$ cat config.mk
export PLATFORM = sky130hd
export DESIGN_NAME = hds_out_fifo
export DESIGN_NICKNAME = d
export VERILOG_FILES = /design/src/hdl/hds_pkg.sv /design/src/hdl/hds_out_fifo.sv
export SDC_FILE = /design/constraint.sdc
export NUM_CORES = 1
export LEC_CHECK = 0
export ABC_AREA = 1
export BUFFER_PORTS_ARGS = -buffer_cell sky130_fd_sc_hd__buf_2
export CORE_MARGIN = 4
export CORE_UTILIZATION = 40
export DETAILED_ROUTE_END_ITERATION = 16
export RECOVER_POWER = 50
export REMOVE_ABC_BUFFERS = 1
export SYNTH_ARGS = -nofsm -noshare
export SYNTH_HDL_FRONTEND = slang
export SYNTH_SLANG_ARGS = --single-unit
$ cat constraint.sdc
create_clock -name clk -period 6.13 [get_ports clk]
set_input_delay 1.226 -clock clk [delete_from_list [all_inputs] [get_ports clk]]
set_output_delay 1.226 -clock clk [all_outputs]
set_load 0.01 [all_outputs]
$ cat src/hdl/hds_pkg.sv
`timescale 1ns / 1ps
// ----------------------------------------------------------------------------
// hds_pkg
// Shared constants, register indexes and record types of the heat diffusion
// stencil core.
// ----------------------------------------------------------------------------
package hds_pkg;

  localparam int MAX_COLS   = 1024;
  localparam int MAX_ROWS   = 1024;
  localparam int FIFO_DEPTH = 8;

  localparam int DATA_W      = 32;
  localparam int COEF_W      = 17;
  localparam int SIZE_W      = 11;
  localparam int CFG_IDX_W   = 4;
  localparam int CFG_DATA_W  = 17;
  localparam int OUT_TDATA_W = 56;

  localparam int COEF_RESET = 16384;
  localparam int SIZE_RESET = 1024;

  // Configuration register indexes.
  localparam logic [CFG_IDX_W-1:0] REG_COEF_X     = 4'd0;
  localparam logic [CFG_IDX_W-1:0] REG_COEF_Y     = 4'd1;
  localparam logic [CFG_IDX_W-1:0] REG_INNER_ROWS = 4'd2;
  localparam logic [CFG_IDX_W-1:0] REG_INNER_COLS = 4'd3;

  // Position and frame marker of one interior point.
  typedef struct packed {
    logic [SIZE_W-1:0] row;
    logic [SIZE_W-1:0] col;
    logic              last;
  } meta_t;

  // One finished result.
  typedef struct packed {
    logic [SIZE_W-1:0] col;
    logic [SIZE_W-1:0] row;
    logic [DATA_W-1:0] value;
    logic              last;
  } result_t;

endpackage

$ cat src/hdl/hds_out_fifo.sv
`timescale 1ns / 1ps
// ----------------------------------------------------------------------------
// hds_out_fifo
// Small result queue that decouples the fixed-latency pipeline from output
// backpressure.
// ----------------------------------------------------------------------------
module hds_out_fifo #(
  parameter int Depth = hds_pkg::FIFO_DEPTH
) (
  input  logic             clk,
  input  logic             rst_n,
  input  logic             push,
  input  hds_pkg::result_t push_data,
  output logic             pop_valid,
  input  logic             pop_ready,
  output hds_pkg::result_t pop_data
);

  localparam int PW = (Depth > 1) ? $clog2(Depth) : 1;
  localparam int NW = $clog2(Depth + 1);

  hds_pkg::result_t mem_r [Depth];
  logic [PW-1:0]    wr_ptr_r;
  logic [PW-1:0]    rd_ptr_r;
  logic [NW-1:0]    count_r;
  logic             pop;

  assign pop = pop_valid && pop_ready;

  always_ff @(posedge clk) begin
    if (!rst_n) begin
      wr_ptr_r <= '0;
      rd_ptr_r <= '0;
      count_r  <= '0;
    end else begin
      if (push) begin
        wr_ptr_r <= (wr_ptr_r == PW'(Depth - 1)) ? '0 : wr_ptr_r + 1'b1;
      end
      if (pop) begin
        rd_ptr_r <= (rd_ptr_r == PW'(Depth - 1)) ? '0 : rd_ptr_r + 1'b1;
      end
      count_r <= count_r + NW'(push) - NW'(pop);
    end
  end

  always_ff @(posedge clk) begin
    if (push) begin
      mem_r[wr_ptr_r] <= push_data;
    end
  end

  assign pop_valid = (count_r != '0);
  assign pop_data  = mem_r[rd_ptr_r];

endmodule

==> summary.md <==
| Metric | Value |
|---|---|
| Post-synthesis compound-gate area fraction | `less than 1%` |
| Final nets | `approximately 2200` |
| Final Wtd Congestion | `0.770` |
| GR Overflow Total | `0` |
| Die Wd | `231 um` |
| Cells after synthesis | `1997` |
| Setup TNS | `0 ps` |
| Die area | `between 50000 and 60000 sq um` |
| Placed wire-length estimate | `23.8 mm` |
| Place WS | `2360 ps` |
| PnR worst setup slack | `1760 ps` |
| Post-route DRC violation count | `0` |
| Combinational power share | `23.2%` |
| Avg Cell Area, Syn | `9.98 sq um` |
| Sink Count | `453` |
| Hold/Removal Path Class | `flop to flop` |
| Clk_lat worst skew | `580 ps` |
| CP max FO | `122` |
| Root buffer cell | `clkbuf_16` |
| 1st-iter DRT viols | `931` |
| Max-cap violation count | `1` |
| CTS tree | `yes` |
| RSZ-0062 raised after global routing | `no` |
| First-pass DRT Iterations | `5` |
| Post-CTS Hold Buffers | `0` |
| Total power | `8280 uW` |
| Library cells used by synthesis | `21` |
| Filler cells | `4589` |
| Synth-to-layout area growth | `12.3%` |
| Routed vias | `12800` |
| Yosys top cell by area | `edfxtp_1` |
| Largest net degree at the start of global routing | `between 100 and 150` |
| CTS resizes | `0` |
| Top Ports | `around 120` |
| GRT Util Overall | `about 17%` |
| Clock network fraction of design power | `roughly a third` |
| Synthesized cell area | `19900 sq um` |
| Vias/cell | `4.57` |
| PwrDens | `around 370 nW/um^2` |
| H-tree depth | `2` |
| First-pass GRT wire length | `69.8 mm` |
| Core area | `49100 sq um` |
| CTS clk-pin slew, worst paths | `60 ps` |
| FFs w/ async S/R, synth | `0%` |
| Mux share of post-synthesis cell area | `0%` |
| Post-synth top area share | `66.3%` |
| Post-CTS setup buffers | `0` |
| CP arrival | `3150 ps` |
| Synth warn | `0` |
| Port bufs | `114` |
| Switching power | `between 2000 and 3000 uW` |
| Synth area leaders | `edfxtp_1 66%, nand2_1 14%, inv_1 8.6%` |
| Worst setup SP type | `flop` |
| Synth Area in Adders | `0.603%` |
| Final Hold Fails | `0` |
| Achievable frequency | `0.229 GHz` |
| Final Max Tran Viols | `26` |
| Static Leakage | `0.0102 uW` |
| Die Ht | `approximately 230 um` |
| Period utilisation layout | `between 70% and 80%` |
| CTS buffer count | `about 50` |
| Status | `complete, but fails checks` |
| Max Root-Sink Buffers | `3` |
| Nature of the critical path endpoint | `output port` |
| Fin crit period | `4370 ps` |
| Slew HR | `-18.4%` |
| Synth Register Bits | `453` |
| Switching Fraction | `31.4%` |
| Row count | `81` |
| Part of the power in registers | `43.4%` |
| Final wirelength | `45.0 mm` |
| Post-synth EDFFs | `440` |
| Reg2reg setup slack | `between 3000 and 4000 ps` |
| Post-synthesis sequential area ratio | `67.6%` |
| Most common cell in the netlist | `nand2_1` |
| Int Pwr | `5680 uW` |
| Vias in the first global route | `12400` |
| Main combinational cell family by area after synthesis | `simple AND/OR/NAND/NOR gates` |
| Share of cells above drive strength 1 | `7.68%` |
| Tightest Pin Transition | `1780 ps` |
| Initial antenna violation count | `10` |
| Max rail drop VDD | `around 190 uV` |
| Final ANT Viol Nets | `0` |
| Top_reg_cell synth | `edfxtp_1` |
| XOR/XNOR Fraction of Synth Area | `less than 1%` |
| Critical Path RT | `4900 ps` |
| Clock skew | `between 10 and 15 ps` |
| Avg WL per Cell | `16.1 um` |
| Failing checks | `max-capacitance violations, max-slew violations` |
| Initial Util | `40.6%` |
| Post-Synth Simple-Gate Area | `between 10% and 20%` |
| Synth top cells by count | `736 x nand2_1, 457 x inv_1, 440 x edfxtp_1` |
| Crit Path Category | `flop to output port` |
| Setup-failing EPs final | `0` |
## final timing paths
| kind | start | end | depth (start not counted) |
|---|---|---|---|
| worst max-delay path | flop | pop_data[39] | 8 |
| worst min-delay path | rd_ptr_r[2] | flop | 2 |
| worst max register to register | wr_ptr_r[0] | mem_r[2][19] | 4 |
| worst min register to register | rd_ptr_r[2] | flop | 2 |
## cell type report
class / instances / area, sq um / share of cell area, %
timing repair buffer: 135 / 653 / 2.92
antenna: 5 / 12.5 / 0.0559
tap: 664 / 831 / 3.71
inverter: 459 / 1730 / 7.73
clock inverter: 27 / 200 / 0.894
clock buffer: 61 / 1290 / 5.77
sequential: 453 / 13500 / 60.2
multi-input combinational: 1000 / 4180 / 18.7
## worst max-delay path: stages (launching register included)
cell,delay [ps]
dfxtp_4,480
inv_6,640
buf_4,630
nand2_1,110
nand3_1,90
nand2_1,60
nand2_1,60
nand2_1,130
buf_2,170
## registers in the layout (all words and copies together) (netlist names), named ones only
signal    cells
mem_r       440
count_r       4
rd_ptr_r      3
wr_ptr_r      3
## per-layer routing
metal	global-route usage (%)	up-vias	part of all wire (%)
met5	0	-	0.11
met4	4.42	10	2.2
met3	3.90	81	5.4
met2	28.3	269	48
met1	21.8	6067	44
li1	-	6401	-
## power groups by stage
stage	clock, uW	combinational [uW]	sequential, uW
2_1_floorplan	0	1170	3730
3_3_place_gp	0	1930	3650
4_1_cts	2830	1970	3590
5_1_grt	2960	2170	3600
6_report	2770	1920	3590
3_5_place_dp	0	1960	3660
## placed cells by master, fill, tap and decap left out, drive strengths merged
| master | Yosys | final |
|---|---|---|
| dfxtp | 13 | 13 |
| nand3b | 1 | 1 |
| fa | 1 | 1 |
| clkinv | 0 | 18 |
| inv | 459 | 462 |
| edfxtp | 440 | 440 |
| or2 | 1 | 1 |
| nand2 | 736 | 736 |
| o21ai | 2 | 2 |
| clkbuf | 5 | 119 |
| diode | 0 | 5 |
| bufinv | 0 | 2 |
| xnor2 | 1 | 1 |
| buf | 80 | 77 |
| clkinvlp | 0 | 4 |
| nor2 | 22 | 22 |
| a21oi | 5 | 5 |
| ha | 8 | 8 |
| nand3 | 223 | 223 |
## logic make-up (layout without fill, tap and decap cells)
| kind of cell | after synthesis | after routing |
|---|---|---|
| DFF | 453 | 453 |
| buffers and inverters | 544 | 682 |
| adders and majority gates | 9 | 9 |
| other | 0 | 5 |
| xor gates and xnor gates | 1 | 1 |
| and+or+nand+nor | 983 | 983 |
| AOI/OAI and AO/OA | 7 | 7 |
## metrics by stage
| step | area, sq um | hold WS [ps] | cells | util [%] |
|---|---|---|---|---|
| finish | 22400 | 515 | 2804 | 45.6 |
| CTS | 22500 | 520 | 2799 | 45.8 |
| floorplan | 19300 | 463 | 1912 | - |
| global placement | 21000 | 475 | 2711 | 42.8 |
| global route | 22400 | 535 | 2803 | 45.6 |
| detailed placement | 21000 | 504 | 2711 | 42.8 |
No activity file was read; power rests on OpenSTA's default activity.
