File: src/hdl/hds_pkg.sv
`timescale 1ns / 1ps
// ----------------------------------------------------------------------------
// hds_pkg
// Shared constants, register indexes and record types of the heat diffusion
// stencil core.
// ----------------------------------------------------------------------------
package hds_pkg;

  localparam int MAX_COLS   = 1024;
  localparam int MAX_ROWS   = 1024;
  localparam int FIFO_DEPTH = 8;

  localparam int DATA_W      = 32;
  localparam int COEF_W      = 17;
  localparam int SIZE_W      = 11;
  localparam int CFG_IDX_W   = 4;
  localparam int CFG_DATA_W  = 17;
  localparam int OUT_TDATA_W = 56;

  localparam int COEF_RESET = 16384;
  localparam int SIZE_RESET = 1024;

  // Configuration register indexes.
  localparam logic [CFG_IDX_W-1:0] REG_COEF_X     = 4'd0;
  localparam logic [CFG_IDX_W-1:0] REG_COEF_Y     = 4'd1;
  localparam logic [CFG_IDX_W-1:0] REG_INNER_ROWS = 4'd2;
  localparam logic [CFG_IDX_W-1:0] REG_INNER_COLS = 4'd3;

  // Position and frame marker of one interior point.
  typedef struct packed {
    logic [SIZE_W-1:0] row;
    logic [SIZE_W-1:0] col;
    logic              last;
  } meta_t;

  // One finished result.
  typedef struct packed {
    logic [SIZE_W-1:0] col;
    logic [SIZE_W-1:0] row;
    logic [DATA_W-1:0] value;
    logic              last;
  } result_t;

endpackage

File: src/hdl/hds_update.sv
`timescale 1ns / 1ps
// ----------------------------------------------------------------------------
// hds_update
// Stencil arithmetic: second differences, weighted products, then sum and
// saturation to 32 bits.
// ----------------------------------------------------------------------------
module hds_update (
  input  logic                               clk,
  input  logic                               rst_n,
  input  logic                               in_valid,
  input  logic signed [hds_pkg::DATA_W-1:0]  north,
  input  logic signed [hds_pkg::DATA_W-1:0]  south,
  input  logic signed [hds_pkg::DATA_W-1:0]  west,
  input  logic signed [hds_pkg::DATA_W-1:0]  east,
  input  logic signed [hds_pkg::DATA_W-1:0]  centre,
  input  hds_pkg::meta_t                     meta,
  input  logic [hds_pkg::COEF_W-1:0]         coef_x,
  input  logic [hds_pkg::COEF_W-1:0]         coef_y,
  output logic                               res_valid,
  output hds_pkg::result_t                   res
);

  localparam logic signed [38:0] SatMax = 39'sd2147483647;
  localparam logic signed [38:0] SatMin = -39'sd2147483648;

  logic                     a_valid_r;
  logic signed [34:0]       a_dx_r;
  logic signed [34:0]       a_dy_r;
  logic signed [31:0]       a_centre_r;
  hds_pkg::meta_t           a_meta_r;
  logic signed [34:0]       dx_nxt;
  logic signed [34:0]       dy_nxt;

  logic                     b_valid_r;
  logic signed [52:0]       b_px_r;
  logic signed [52:0]       b_py_r;
  logic signed [31:0]       b_centre_r;
  hds_pkg::meta_t           b_meta_r;
  logic signed [17:0]       cx_s;
  logic signed [17:0]       cy_s;

  logic signed [36:0]       tx;
  logic signed [36:0]       ty;
  logic signed [38:0]       sum;
  logic [31:0]              sat;

  always_comb begin
    dx_nxt = $signed({{3{north[31]}}, north}) + $signed({{3{south[31]}}, south})
           - $signed({{2{centre[31]}}, centre, 1'b0});
    dy_nxt = $signed({{3{east[31]}}, east}) + $signed({{3{west[31]}}, west})
           - $signed({{2{centre[31]}}, centre, 1'b0});
  end

  always_ff @(posedge clk) begin
    if (!rst_n) begin
      a_valid_r <= 1'b0;
      b_valid_r <= 1'b0;
    end else begin
      a_valid_r <= in_valid;
      b_valid_r <= a_valid_r;
    end
  end

  assign cx_s = $signed({1'b0, coef_x});
  assign cy_s = $signed({1'b0, coef_y});

  always_ff @(posedge clk) begin
    a_dx_r     <= dx_nxt;
    a_dy_r     <= dy_nxt;
    a_centre_r <= centre;
    a_meta_r   <= meta;
    b_px_r     <= cx_s * a_dx_r;
    b_py_r     <= cy_s * a_dy_r;
    b_centre_r <= a_centre_r;
    b_meta_r   <= a_meta_r;
  end

  // Dropping the fraction bits of a two's complement product floors it.
  always_comb begin
    tx  = b_px_r[52:16];
    ty  = b_py_r[52:16];
    sum = $signed({{7{b_centre_r[31]}}, b_centre_r}) + $signed({{2{tx[36]}}, tx})
        + $signed({{2{ty[36]}}, ty});
    if (sum > SatMax) begin
      sat = 32'h7FFF_FFFF;
    end else if (sum < SatMin) begin
      sat = 32'h8000_0000;
    end else begin
      sat = sum[31:0];
    end
  end

  assign res_valid = b_valid_r;
  always_comb begin
    res.value = sat;
    res.row   = b_meta_r.row;
    res.col   = b_meta_r.col;
    res.last  = b_meta_r.last;
  end

endmodule

File: config.mk
export PLATFORM = sky130hd
export DESIGN_NAME = hds_update
export DESIGN_NICKNAME = d
export VERILOG_FILES = /design/src/hdl/hds_pkg.sv /design/src/hdl/hds_update.sv
export SDC_FILE = /design/constraint.sdc
export NUM_CORES = 2
export LEC_CHECK = 0
export BUFFER_PORTS_ARGS = -buffer_cell sky130_fd_sc_hd__buf_4
export CORE_UTILIZATION = 45
export CTS_BUF_LIST = sky130_fd_sc_hd__clkbuf_4 sky130_fd_sc_hd__clkbuf_8
export CTS_CLUSTER_DIAMETER = 120
export DETAILED_ROUTE_END_ITERATION = 12
export PLACE_DENSITY = 0.62
export SETUP_SLACK_MARGIN = 0.05
export SLEW_MARGIN = 25
export SYNTH_ARGS = -nofsm -noshare
export SYNTH_HDL_FRONTEND = slang
export SYNTH_SLANG_ARGS = --single-unit
File: constraint.sdc
create_clock -name clk -period 11.9 [get_ports clk]
set_clock_uncertainty 0.2 [all_clocks]
set_input_delay 0 -clock clk [delete_from_list [all_inputs] [get_ports clk]]
set_output_delay 0 -clock clk [all_outputs]
set_load 0.05 [all_outputs]
==> flow_metrics.py <==
metrics = {
    "clock_network": {
        "clkTransAtPathRegs_ps": 60,
        "cts_setup_buffers": 0,
        "clock_latency_ps": 670,
        "cts.htree.levels": 2,
        "tritoncts": "done",
        "clock_sinks": 252,
        "clock_path_buffers": 3,
        "cts_root_buf": "clkbuf_8",
        "numCtsBuffers": 45,
    },
    "hold_path": {
        "min_path_cells": 7,
        "hp-class": "in2reg",
    },
    "sta": {
        "setup_viol": 0,
        "setup_tns_ps": 0,
        "slew_viol_final": 0,
        "max_slew_margin_pct": 28.6,
        "min_period_over_period_pct": 68.3,
        "worstMarginPinSlew_ps": 1070,
        "fin_crit_ps": 8130,
        "max_freq_mhz": 123,
        "hold_viol": 0,
        "rsz0062_at_grt": "false",
    },
    "global_route": {
        "grt_remaining_overflow": 0,
        "grt_pass1_wl_um": 234000,
        "grt_max_degree": 35,
        "grt_pass1_vias": 42400,
        "antenna_found_initial": 6,
        "track_usage_pct": 25.9,
    },
    "synthesis": {
        "syn_area_um2": 51900,
        "synth_area_per_cell_um2": 9.08,
        "yosysSeqAreaShare_pct": 9.73,
        "ys_warn_count": 0,
        "synthSimpleGateAreaFrac_pct": 13.9,
        "synth_common_cells": "inv_1, fa_1, nand2_1",
        "synth_xor_area_share_pct": 2.92,
        "synthCells": 5713,
        "synth_fa_ha_area_share_pct": 54.5,
        "synth_enable_flop_cells": 0,
        "yosysTopAreaCell": "fa_1",
        "synth_area_leaders": "fa_1, inv_1, dfxtp_1",
        "synth_compound_area_share_pct": 6.33,
        "synth_top_family_by_area": "adder cells",
        "synth_most_common_cell": "inv_1",
        "synth_cell_types": 66,
        "synth_flop_cell": "dfxtp_1",
        "netlist.area_leader.share_pct": 46.3,
        "synthMuxAreaShare_pct": 0,
        "async_flop_share_pct": 0,
        "synth-seq-cells": 252,
        "syn_nets": 7472,
    },
    "finish": {
        "multiInputGateArea_um2": 40300,
        "n_fill_cell": 10700,
        "seq_area_um2": 5040,
        "syn_to_final_growth_pct": 12.7,
        "layout-drive-gt1-share_pct": 6.43,
        "fin_nets": 7834,
    },
    "worst_setup_path": {
        "crit_top_cell": "fa_1",
        "worst-path-buf-inv": 3,
        "critPathSlowestCell": "dfxtp_1",
        "cp_max_fo": 17,
        "cp_top_family": "adder cells",
        "crit_arrival_ps": 8460,
        "worst-setup-path-type": "reg2reg",
        "r2r_cells": 21,
        "required_ps": 12230,
        "worstPathCellList": "nand2_1 > fa_1 > fa_1 > fa_1 > inv_1 > fa_1 > fa_1 > inv_1 > fa_1 > inv_1 > ha_1 > and3_1 > a211oi_1 > o21ai_0 > a21o_1 > a41o_1 > a311oi_1 > o21ai_1 > a211oi_1 > o31ai_1 > xor2_1",
        "cp_slowest_stage_delay_ps": 960,
        "path_depth": 21,
        "crit_path_start_kind": "register",
        "end_kind": "register",
    },
    "route": {
        "vias_per_cell": 5.04,
        "num_vias": 38400,
        "drc": 0,
        "antenna_left": 0,
        "first_pass_iters": 5,
        "routed_wirelength_um": 144000,
        "drt_iter0_markers": 1987,
        "wire_per_inst_um": 19.0,
    },
    "placed_design": {
        "place_congestion": 0.893,
        "hpwlAfterDp_um": 112000,
        "io_buffers": 275,
    },
    "floorplanning": {
        "core_area_um2": 114000,
        "die_h_um": 342,
        "fp.dieW_um": 342,
        "rows": 124,
        "die-area_um2": 117000,
        "start_util_pct": 45.4,
        "io_pins": 276,
    },
    "run_status": {
        "outcome": "finished clean",
    },
    "run": {
        "maxCapViolations": 0,
    },
}
==> area by class of cell <==
type                       instances  area share (%)
antenna                            1         0.00428
clock buffer                      64            1.41
clock inverter                    17           0.420
inverter                        1553            9.97
multi-input combinational       3715            68.9
sequential                       252            8.63
tap                             1512            3.24
timing repair buffer             508            7.44
==> layer usage <==
layer  wire length (um)  track usage (%)  up-vias
li1                   -                -    17400
met5                  9                0        -
met2              68100             43.2     1162
met4               3670             6.05        2
met3               9630             4.22      205
met1              63100             35.3    19700
==> what timing repair did <==
item,in CTS,in global routing
resized for setup,0,0
hold buffers,213,0
hold endpoints to repair,107,0
endpoints found under the setup margin,0,0
==> metrics by stage <==
stage | hold slack [ps] | std cells | area, um2 | setup slack [ps] | util [%]
final | 42.7 | 7622 | 58500 | 3770 | 51.1
after global routing | 26.8 | 7621 | 58500 | 3350 | 51.1
after CTS | 1.32 | 7621 | 58500 | 3820 | 51.1
after detailed placement | -94.6 | 7327 | 55300 | 3870 | 48.3
after global placement | -95.5 | 7327 | 55200 | 3980 | 48.3
after floorplan | -172 | 5713 | 51900 | 5190 | -
==> layout by cell type, fill, tap and decap left out, types with 83 or more instances in the layout <==
master / count
inv_1: 1553
fa_1: 1199
nand2_1: 762
and2_1: 489
ha_1: 340
buf_4: 295
dfxtp_1: 252
dlygate4sd3_1: 213
a21oi_1: 134
xnor2_1: 114
o21ai_0: 105
a21o_1: 84
nor2_1: 83
==> logic make-up (layout without fill, tap and decap cells) <==
logic type / after synthesis / in the layout
AO/OA/AOI/OAI: 509 / 509
adder cells (fa/ha/maj): 1539 / 1539
other: 0 / 1
XOR/XNOR: 173 / 173
AND/OR/NAND/NOR: 1494 / 1494
buffers and inverters: 1746 / 2142
flip-flops: 252 / 252
==> worst paths after layout <==
path,startpoint,end,slack [ps]
worst max-delay path,a_dx_r[18],b_px_r[48],3770
worst min-delay path,west[26],a_dy_r[28],40
worst min register to register,a_centre_r[13],b_centre_r[13],130
worst max register to register,a_dx_r[18],b_px_r[48],3770
==> worst min-delay path: stages <==
cell	delay [ps]
buf_4	110
inv_1	70
fa_1	170
inv_1	40
ha_1	210
a21oi_1	150
xnor2_1	90
==> registers in the layout (all words and copies together), names as in the netlist <==
name and cells:
b_px_r 36, b_py_r 36, a_dx_r 34, a_dy_r 34, a_centre_r 32, b_centre_r 32
a_meta_r 23, res 23, a_valid_r 1, res_valid 1
Power is not shown: default switching activity piles up to over one toggle a cycle in this logic, so the estimate is an artifact.
